File: config.mk
export PLATFORM = sky130hd
export DESIGN_NAME = frame_keep_mask_generator
export DESIGN_NICKNAME = d
export VERILOG_FILES = /design/src/rtl/fkmg_pkg.sv /design/src/rtl/frame_keep_mask_generator.sv
export SDC_FILE = /design/constraint.sdc
export NUM_CORES = 1
export LEC_CHECK = 0
export ABC_AREA = 0
export BUFFER_PORTS_ARGS = -buffer_cell sky130_fd_sc_hd__buf_2
export CAP_MARGIN = 20
export CORE_MARGIN = 10
export CORE_UTILIZATION = 25
export CTS_BUF_LIST = sky130_fd_sc_hd__clkbuf_2 sky130_fd_sc_hd__clkbuf_4 sky130_fd_sc_hd__clkbuf_8
export DETAILED_ROUTE_END_ITERATION = 10
export HOLD_SLACK_MARGIN = 0.08
export PLACE_DENSITY = 0.46
export SETUP_SLACK_MARGIN = 0.05
export SYNTH_ARGS = -nofsm -noshare
export SYNTH_HDL_FRONTEND = slang
export SYNTH_SLANG_ARGS = --single-unit
File: constraint.sdc
create_clock -name clk -period 12.29 [get_ports clk]
set_clock_uncertainty 0.2 [all_clocks]
set_input_delay 2.458 -clock clk [delete_from_list [all_inputs] [get_ports clk]]
set_output_delay 2.458 -clock clk [all_outputs]
set_load 0.05 [all_outputs]
File: src/rtl/fkmg_pkg.sv
// Package for the frame keep mask generator.
// Holds mask sizing constants, the result mode codes, the sequencer states
// and the helper that builds a filled run of ones. No dependencies.
package fkmg_pkg;

  // Mask geometry.
  localparam int MAX_POSITIONS = 64;
  localparam int MaskW         = 64;
  localparam int PosIdxW       = $clog2(MAX_POSITIONS);

  // Field widths.
  localparam int RateW = 7;
  localparam int ModeW = 2;
  localparam int PosW  = 10;
  localparam int SumW  = 10;

  // Shared divider: one quotient bit per cycle.
  localparam int DivSteps = RateW;
  localparam int DivCntW  = $clog2(DivSteps);

  // Result mode codes.
  typedef enum logic [ModeW-1:0] {
    MODE_SPREAD = 2'd0,
    MODE_FILL   = 2'd1,
    MODE_EMPTY  = 2'd2
  } mode_t;

  // Sequencer states.
  typedef enum logic [2:0] {
    ST_IDLE,
    ST_DIV,
    ST_PAIR,
    ST_SET,
    ST_CHECK
  } state_t;

  // Low n ones, saturated at the mask size.
  function automatic logic [MaskW-1:0] low_ones(input logic [RateW-1:0] n);
    logic [MaskW-1:0] res;
    res = '0;
    for (int i = 0; i < MaskW; i++) begin
      res[i] = (i < int'(n)) && (i < MAX_POSITIONS);
    end
    return res;
  endfunction

endpackage

File: src/rtl/frame_keep_mask_generator.sv
// Top level of the frame keep mask generator: sequencer, shared divider and mask register.
// Depends on fkmg_pkg.
//
// Channel   Direction  Handshake                     Payload
// input     in         start high while busy low     in_source_rate, in_target_rate
// result    out        out_valid, one-cycle strobe   out_keep_mask, out_mask_mode
//
// Zero target, or target at or above source: the result strobes in the cycle after start.
// Spread pattern: each run pair takes up to two divisions through one shared restoring
// divider (none when the source is exactly twice the target), clips its runs in ST_PAIR,
// marks one kept slot per cycle in ST_SET, skips the dropped run, then checks in ST_CHECK.
// busy is high while the walk runs; reset (synchronous, active low) returns to idle.
// The receiver cannot stall: out_valid is high for exactly one cycle per result.
module frame_keep_mask_generator
  import fkmg_pkg::*;
(
  input  logic             clk,
  input  logic             rst_n,
  input  logic             start,
  output logic             busy,
  input  logic [RateW-1:0] in_source_rate,
  input  logic [RateW-1:0] in_target_rate,
  output logic             out_valid,
  output logic [MaskW-1:0] out_keep_mask,
  output logic [ModeW-1:0] out_mask_mode
);

  state_t state_r, state_nxt;

  logic                   out_valid_r, out_valid_nxt;
  logic [MaskW-1:0]       out_mask_r, out_mask_nxt;
  logic [ModeW-1:0]       out_mode_r, out_mode_nxt;

  logic [RateW-1:0]       src_r, src_nxt;
  logic signed [SumW-1:0] s_r, s_nxt;
  logic [RateW-1:0]       t_r, t_nxt;
  logic [PosW-1:0]        pos_r, pos_nxt;
  logic [MaskW-1:0]       mask_r, mask_nxt;
  logic [RateW-1:0]       wk_r, wk_nxt;
  logic [RateW-1:0]       wd_r, wd_nxt;
  logic [RateW-1:0]       kc_r, kc_nxt;
  logic [RateW-1:0]       m_r, m_nxt;
  logic                   km0_r, km0_nxt;

  // Shared divider registers.
  logic [RateW-1:0]       quo_r, quo_nxt;
  logic [RateW-1:0]       rem_r, rem_nxt;
  logic [RateW-1:0]       dvs_r, dvs_nxt;
  logic [DivCntW-1:0]     dcnt_r, dcnt_nxt;
  logic                   dsel_r, dsel_nxt;

  // Divider step and run pair arithmetic.
  logic [RateW:0]         trial;
  logic [RateW+1:0]       diff;
  logic                   ge;
  logic [RateW-1:0]       qbit_res;
  logic [RateW-1:0]       k_val;
  logic [RateW-1:0]       t_after;
  logic signed [SumW-1:0] budget;
  logic [RateW-1:0]       m_val;
  logic                   s_eq_2t;
  logic                   s_le_0;
  logic                   s_gt_t;
  logic                   pos_done;

  assign trial    = {rem_r, quo_r[RateW-1]};
  assign diff     = {1'b0, trial} - {2'b00, dvs_r};
  assign ge       = ~diff[RateW+1];
  assign qbit_res = {quo_r[RateW-2:0], ge};

  assign k_val   = (wk_r < t_r) ? wk_r : t_r;
  assign t_after = t_r - k_val;
  assign budget  = s_r - $signed({{(SumW-RateW){1'b0}}, t_after})
                       + $signed({{(SumW-RateW){1'b0}}, k_val});
  assign m_val   = ($signed({{(SumW-RateW){1'b0}}, wd_r}) < budget) ? wd_r : budget[RateW-1:0];

  assign s_eq_2t  = s_r == $signed({{(SumW-RateW-1){1'b0}}, t_r, 1'b0});
  assign s_le_0   = s_r[SumW-1] || (s_r == '0);
  assign s_gt_t   = s_r > $signed({{(SumW-RateW){1'b0}}, t_r});
  assign pos_done = pos_r >= {{(PosW-RateW){1'b0}}, src_r};

  // State and datapath registers.
  always_ff @(posedge clk) begin
    if (!rst_n) begin
      state_r     <= ST_IDLE;
      out_valid_r <= 1'b0;
    end else begin
      state_r     <= state_nxt;
      out_valid_r <= out_valid_nxt;
    end
    out_mask_r <= out_mask_nxt;
    out_mode_r <= out_mode_nxt;
    src_r      <= src_nxt;
    s_r        <= s_nxt;
    t_r        <= t_nxt;
    pos_r      <= pos_nxt;
    mask_r     <= mask_nxt;
    wk_r       <= wk_nxt;
    wd_r       <= wd_nxt;
    kc_r       <= kc_nxt;
    m_r        <= m_nxt;
    km0_r      <= km0_nxt;
    quo_r      <= quo_nxt;
    rem_r      <= rem_nxt;
    dvs_r      <= dvs_nxt;
    dcnt_r     <= dcnt_nxt;
    dsel_r     <= dsel_nxt;
  end

  // Sequencer: next state and datapath updates.
  always_comb begin
    state_nxt     = state_r;
    out_valid_nxt = 1'b0;
    out_mask_nxt  = out_mask_r;
    out_mode_nxt  = out_mode_r;
    src_nxt       = src_r;
    s_nxt         = s_r;
    t_nxt         = t_r;
    pos_nxt       = pos_r;
    mask_nxt      = mask_r;
    wk_nxt        = wk_r;
    wd_nxt        = wd_r;
    kc_nxt        = kc_r;
    m_nxt         = m_r;
    km0_nxt       = km0_r;
    quo_nxt       = quo_r;
    rem_nxt       = rem_r;
    dvs_nxt       = dvs_r;
    dcnt_nxt      = dcnt_r;
    dsel_nxt      = dsel_r;

    case (state_r)
      ST_IDLE: begin
        if (start) begin
          src_nxt = in_source_rate;
          s_nxt   = $signed({{(SumW-RateW){1'b0}}, in_source_rate});
          t_nxt   = in_target_rate;
          pos_nxt = '0;
          mask_nxt = '0;
          if (in_target_rate == '0) begin
            out_valid_nxt = 1'b1;
            out_mask_nxt  = '0;
            out_mode_nxt  = MODE_EMPTY;
          end else if (in_target_rate >= in_source_rate) begin
            // Target at or above source: a filled run of source ones.
            out_valid_nxt = 1'b1;
            out_mask_nxt  = low_ones(in_source_rate);
            out_mode_nxt  = MODE_FILL;
          end else if ({in_target_rate, 1'b0} == {1'b0, in_source_rate}) begin
            wk_nxt    = RateW'(1);
            wd_nxt    = RateW'(1);
            state_nxt = ST_PAIR;
          end else begin
            quo_nxt   = in_source_rate;
            rem_nxt   = '0;
            dvs_nxt   = in_source_rate - in_target_rate;
            dcnt_nxt  = '0;
            dsel_nxt  = 1'b0;
            state_nxt = ST_DIV;
          end
        end
      end

      ST_DIV: begin
        // One restoring division step; the kept run first, then the dropped run.
        rem_nxt  = ge ? diff[RateW-1:0] : trial[RateW-1:0];
        quo_nxt  = qbit_res;
        dcnt_nxt = dcnt_r + DivCntW'(1);
        if (dcnt_r == DivCntW'(DivSteps - 1)) begin
          if (!dsel_r) begin
            wk_nxt   = qbit_res;
            quo_nxt  = s_r[RateW-1:0];
            rem_nxt  = '0;
            dvs_nxt  = t_r;
            dcnt_nxt = '0;
            dsel_nxt = 1'b1;
          end else begin
            wd_nxt    = qbit_res;
            state_nxt = ST_PAIR;
          end
        end
      end

      ST_PAIR: begin
        // Clip both runs and update the remaining counts.
        kc_nxt    = k_val;
        m_nxt     = m_val;
        km0_nxt   = (k_val == '0) && (m_val == '0);
        t_nxt     = t_after;
        s_nxt     = s_r - $signed({{(SumW-RateW){1'b0}}, k_val})
                        - $signed({{(SumW-RateW){1'b0}}, m_val});
        state_nxt = ST_SET;
      end

      ST_SET: begin
        // Mark one kept slot per cycle, then skip the dropped run.
        if (kc_r != '0) begin
          if (pos_r < PosW'(MAX_POSITIONS)) begin
            mask_nxt[pos_r[PosIdxW-1:0]] = 1'b1;
          end
          pos_nxt = pos_r + PosW'(1);
          kc_nxt  = kc_r - RateW'(1);
        end else begin
          pos_nxt   = pos_r + {{(PosW-RateW){1'b0}}, m_r};
          state_nxt = ST_CHECK;
        end
      end

      ST_CHECK: begin
        // Decide whether the walk goes on and how the next runs are found.
        if (km0_r || pos_done) begin
          state_nxt = ST_IDLE;
        end else if (s_eq_2t) begin
          if (s_le_0) begin
            state_nxt = ST_IDLE;
          end else begin
            wk_nxt    = RateW'(1);
            wd_nxt    = RateW'(1);
            state_nxt = ST_PAIR;
          end
        end else if ((t_r != '0) && s_gt_t) begin
          quo_nxt   = s_r[RateW-1:0];
          rem_nxt   = '0;
          dvs_nxt   = s_r[RateW-1:0] - t_r;
          dcnt_nxt  = '0;
          dsel_nxt  = 1'b0;
          state_nxt = ST_DIV;
        end else begin
          state_nxt = ST_IDLE;
        end
        if (state_nxt == ST_IDLE) begin
          out_valid_nxt = 1'b1;
          out_mask_nxt  = mask_r;
          out_mode_nxt  = MODE_SPREAD;
        end
      end

      default: begin
        state_nxt = ST_IDLE;
      end
    endcase
  end

  // Port drive.
  assign busy          = state_r != ST_IDLE;
  assign out_valid     = out_valid_r;
  assign out_keep_mask = out_mask_r;
  assign out_mask_mode = out_mode_r;

endmodule

Word level (Yosys, flattened, before mapping). Index checks and enable logic that the tools add are counted.

Bits in registers: 222. Output and inout bits: 68. Logic and storage cells: 269. Bits of input ports: 17.

$lt $le $gt $ge: 72. Reductions and logical operators: 31. $add $sub $neg: 12. Eq/ne operators: 25. Muxes and demuxes: 108. Bitwise logic cells: 2.

Operators with widths (count): 64-bit 2-to-1 mux (7); 7-bit 2-to-1 mux (43); 64-bit one-hot mux with 2 select lines (2); 6-bit by 7-bit < comparator with 1-bit output (first input constant) (32); 5-bit by 7-bit < comparator with 1-bit output (first input constant) (16); 7-bit one-hot mux with 3 select lines (5); 64-bit OR (1); 4-bit by 7-bit < comparator with 1-bit output (first input constant) (8); 3-bit 2-to-1 mux (18); 10-bit one-hot mux with 2 select lines (2); 2-bit != test (second input constant) (17); 10-bit 2-to-1 mux (3); 10-bit AND reduction (3); 10-bit by 8-bit subtractor with 10-bit output (3); 3-bit by 7-bit < comparator with 1-bit output (first input constant) (4); 7-bit one-hot mux with 2 select lines (2); 7-bit zero test (3); 7-bit subtractor (3); 3-bit one-hot mux with 5 select lines (1); 1-bit by 7-bit < comparator with 1-bit output (first input constant) (2); 2-bit by 7-bit < comparator with 1-bit output (first input constant) (2); 1-bit 2-to-1 mux (14); 7-bit nonzero test (2); 2-bit 2-to-1 mux (6); 37 further kinds (51).

Longest topological paths before layout.
Depth after elaboration: 9. Gate-level depth with buffers: 45. Depth with buffers taken out: 43.

Worst setup path after synthesis. Ideal clock, no wire load.

Path kind: reg2reg. Start: register t_r[2]. End: register s_r[8] (data pin). Cell stages (with the launch flop): 45. Setup slack: 3434 ps. Setup time: 265 ps. Period minus slack after synthesis: 8856 ps. Path buffers: 2. Required time: 11825 ps. Data arrival time: 8391 ps. Cells stage by stage: edfxtp_1 > clkbuf_2 > inv_1 > ha_1 > a21o_1 > a31oi_1 > o21a_1 > buf_4 > nor2_1 > a21oi_1 > inv_1 > ha_1 > inv_1 > ha_1 > nor2_1 > maj3_1 > maj3_1 > o21ai_0 > [... 9 more ...] > ha_1 > o2111ai_1 > a21oi_1 > a211oi_1 > or3_4 > nand2_4 > mux2_2 > ha_1 > inv_1 > fa_1 > a21o_1 > a21oi_1 > o21ai_0 > a21oi_1 > o21ai_0 > a21oi_1 > xnor2_1 > nor2_1.

Longest elaborated chain between the ends: 9. Elaborated cells on any way between the ends: 10. Those cells by class: 5 x add/sub; 2 x order compare; 3 x mux.

RTL lines: from (decl) (RTL line frame_keep_mask_generator.sv:36) `logic [RateW-1:0] t_r, t_nxt;`; from (signal assigned) (RTL line frame_keep_mask_generator.sv:95) `t_r <= t_nxt;`; 7-bit < comparator (RTL line frame_keep_mask_generator.sv:71) `assign k_val = (wk_r < t_r) ? wk_r : t_r;`; 7-bit 2-to-1 mux (RTL line frame_keep_mask_generator.sv:71); 7-bit subtractor (RTL line frame_keep_mask_generator.sv:72) `assign t_after = t_r - k_val;`; 10-bit by 8-bit subtractor with 10-bit output (RTL line frame_keep_mask_generator.sv:73) `assign budget = s_r - $signed({{(SumW-RateW){1'b0}}, t_after})`; 10-bit by 8-bit adder with 10-bit output (*) (RTL line frame_keep_mask_generator.sv:74) `+ $signed({{(SumW-RateW){1'b0}}, k_val});`; 8-bit by 10-bit < comparator with 1-bit output (RTL line frame_keep_mask_generator.sv:75) `assign m_val = ($signed({{(SumW-RateW){1'b0}}, wd_r}) < budget) ? wd_r : budget[RateW-1:0];`; 7-bit 2-to-1 mux (*) (RTL line frame_keep_mask_generator.sv:75); via m_val[1] (RTL line frame_keep_mask_generator.sv:60) `logic [RateW-1:0] m_val;`; 10-bit by 8-bit subtractor with 10-bit output (*) (RTL line frame_keep_mask_generator.sv:191) `- $signed({{(SumW-RateW){1'b0}}, m_val});`; 10-bit one-hot mux with 2 select lines (*) (RTL line frame_keep_mask_generator.sv:132) `case (state_r)`; to (signal assigned) (RTL line frame_keep_mask_generator.sv:94) `s_r <= s_nxt;`; to (decl) (RTL line frame_keep_mask_generator.sv:35) `logic signed [SumW-1:0] s_r, s_nxt;`.

Mark *: on every way through the listed nets, which the timed path passes. The rest lies on a longest branch. A chain may end at the register's enable or synchronous reset.

Worst setup path after layout.
Start: register t_r[5]. End: register s_r[7] (data pin).

Same word-level chain as after synthesis.

==> metrics.yaml <==
routing:
  drt_iter0_drc: 683
  avgViaCountPerCell: 4.83
  drc: 0
  wl_mm: 40.1
  routedWlPerCell_um: 19.6
  first_pass_iters: 6
  m1WireLength_mm: 18.2
  wl_met2_mm: 18.2
  num_vias: 9860
  met3_length_mm: 2.48
  ant_nets: 0
  highest-signal-layer: "met4"
hold_path:
  hp-class: "reg2reg"
clock_network:
  cts_buffer_depth: 3
  ctsHoldBuffers: 0
  insertion_delay_ps: 620
  cts_sinks: 222
  clockRootBuffer: "clkbuf_8"
  cts_setup_buffers: 0
  ctsResizeCount: 0
  htreeDepth: 2
  cts_tree: "done"
  cts.clk_slew.worst_paths_ps: 60
  cts_made_buffers: 42
synthesis:
  postSynthAreaPerCell_um2: 10.5
  synth-seq-area-share: 0.509
  synth.top_cell.area_share: 0.502
  yosys-top-cells-count: "218 x edfxtp_1, 135 x nor2_1, 127 x a21oi_1, 108 x inv_1, 90 x nand2_1"
  synthFlopType: "edfxtp_1"
  netlist_instances: 1243
  netlist_area_um2: 13000
  synth_seq_cells: 222
  netlist-cell-type-count: 70
  yosys_warnings: 0
  yosysMostFrequentCell: "edfxtp_1"
  synth_area_leaders: "edfxtp_1 50%, ha_1 7.4%, a21oi_1 4.9%, nor2_1 3.9%, a22o_1 3.2%"
  synth_edf_count: 218
  yosys.area.top_type: "edfxtp_1"
  async_flop_share: 0
  synth_fp_nets: 1353
place:
  portBuffers: 84
  gp_congestion: 0.885
  place.detailed.hpwl_mm: 28.2
sta:
  worst_slew_pin_slew_ps: 1150
  fmax_ghz: 0.0984
  rsz0062_at_grt: "no"
  relSlewSlack: 0.227
  hold_ws_ps: 373
  hold_violations: 0
  slew_violations: 0
  finalSetupViolCount: 0
  tns_ps: 0
  post-route-period-util: 0.827
  period_minus_slack_ps: 10170
floorplan:
  start_util: 0.253
  die_y_um: 248
  pin_count: 85
  rows: 83
  die_width_um: 248
  die_area_um2: 61600
  core-area_um2: 51400
global_routing:
  grt_max_degree: 90
  grt_use_total: 0.128
  grt_pass1_vias: 9645
  grt_pass1_wl_mm: 60.2
  antenna_found_initial: 1
  overflow: 0
layout:
  nFillCells: 5409
  layout-drive-gt1-share: 0.132
  nets: 1438
  insertedDiodeCount: 0
  area_growth_syn_to_layout_pct: 15.3
worst_setup_path:
  startpoint_type: "flop"
  crit_top_cell: "ha_1"
  cp_slowest_cell: "o21a_1"
  end_kind: "flop"
  critPathMaxStageDelay_ps: 580
  worstPathArrival_ps: 10290
  required_ps: 12410
  rrSetupSlack_ps: 2120
  critPathKind: "reg2reg"
  cp_max_fo: 18
pwr:
  p_sw_w: 0.00134
  p_per_area_nw_per_um2: 218
  comb_power_share: 0.477
  pwr-share-clk: 0.223
  p_leak_nw: 5.86
  switching_share: 0.409
  p_int_w: 0.00194
  p_total_w: 0.00327
  vdd_drop_max_uv: 140
  p_seq_frac: 0.300
run:
  drv_cap: 0
run_status:
  status: "completed"
==> cell type report <==
type                            count  area, µm²  share of cell area
Clock inverter                     27        185              0.0123
Multi-Input combinational cell    858       5830               0.388
Clock buffer                       49        631              0.0420
Timing Repair Buffer               94        495              0.0330
Sequential cell                   222       6630               0.441
Tap cell                          680        851              0.0566
Inverter                          110        413              0.0275
==> routing by layer <==
metal / global-route usage / vias up
li1: - / 4689
met1: 0.171 / 4770
met2: 0.203 / 324
met3: 0.0227 / 77
met4: 0.0487 / 0
met5: 0 / -
==> power by group through the flow <==
stage / registers, W / clock network, W / logic [W]
after floorplan: 0.00103 / 0 / 0.00115
after global placement: 0.000998 / 0 / 0.00154
after detailed placement: 0.000999 / 0 / 0.00155
after CTS: 0.000984 / 0.000753 / 0.00156
after global routing: 0.000990 / 0.000786 / 0.00178
final: 0.000984 / 0.000729 / 0.00156
==> critical path, delay by kind of cell, from the launching register on <==
kind / cells / cell delay (ps)
adder cells (fa/ha/maj): 10 / 3340
buffers and inverters: 5 / 520
XOR/XNOR: 2 / 390
flip-flops: 1 / 450
AND/OR/NAND/NOR: 10 / 1590
AO/OA/AOI/OAI: 15 / 3410
==> cell usage in the layout (no fill, tap or decap), types with 8 or more instances in the layout <==
cell type,n
a21o_1,22
a21oi_1,127
a22o_1,48
and2_1,15
and3_1,11
buf_2,84
buf_4,10
clkbuf_8,42
clkinv_1,19
edfxtp_1,218
fa_1,16
ha_1,77
inv_1,108
mux2i_1,8
nand2_1,90
nand2b_1,12
nand3_1,14
nand4_1,9
nor2_1,134
nor2b_1,12
nor3_1,32
nor4_1,10
o21ai_0,49
or3_1,12
xnor2_1,36
xor2_1,22
==> sequential cells by signal (all words and copies together) (netlist names), 2 cells and up <==
signal         count
out_mask_mode      2
src_r              7
out_keep_mask     64
rem_r              7
pos_r             10
dcnt_r             3
wd_r               7
wk_r               7
t_r                7
kc_r               7
state_r            3
dvs_r              7
mask_r            64
m_r                7
quo_r              7
s_r               10
==> metrics by stage <==
| stage | util | std cells | area [µm²] | worst slack, ps |
|---|---|---|---|---|
| after floorplan | - | 1243 | 13000 | 3430 |
| after global placement | 0.276 | 1964 | 14200 | 2480 |
| after CTS | 0.292 | 2040 | 15000 | 2260 |
| final | 0.292 | 2040 | 15000 | 2120 |
| after detailed placement | 0.276 | 1964 | 14200 | 2270 |
| after global routing | 0.292 | 2040 | 15000 | 1240 |
==> logic make-up (layout without fill, tap and decap cells) <==
logic type | Yosys count | count (layout) | share of synthesized area
and+or+nand+nor | 375 | 375 | 0.136
AOI/OAI and AO/OA | 315 | 315 | 0.155
DFF | 222 | 222 | 0.509
buffers and inverters | 163 | 280 | 0.0477
adders and majority gates | 95 | 95 | 0.100
xor gates and xnor gates | 59 | 59 | 0.0402
muxes | 14 | 14 | 0.0118
==> path summary, 6_finish.rpt <==
| kind | start | endpoint | cells after the start |
|---|---|---|---|
| max reg2reg | t_r[5] | s_r[7] | 42 |
| min | mask_r[28] | mask_r[28] | 2 |
| max | t_r[5] | s_r[7] | 42 |
| min reg2reg | mask_r[28] | mask_r[28] | 2 |
(Power assumes the default switching activity.)
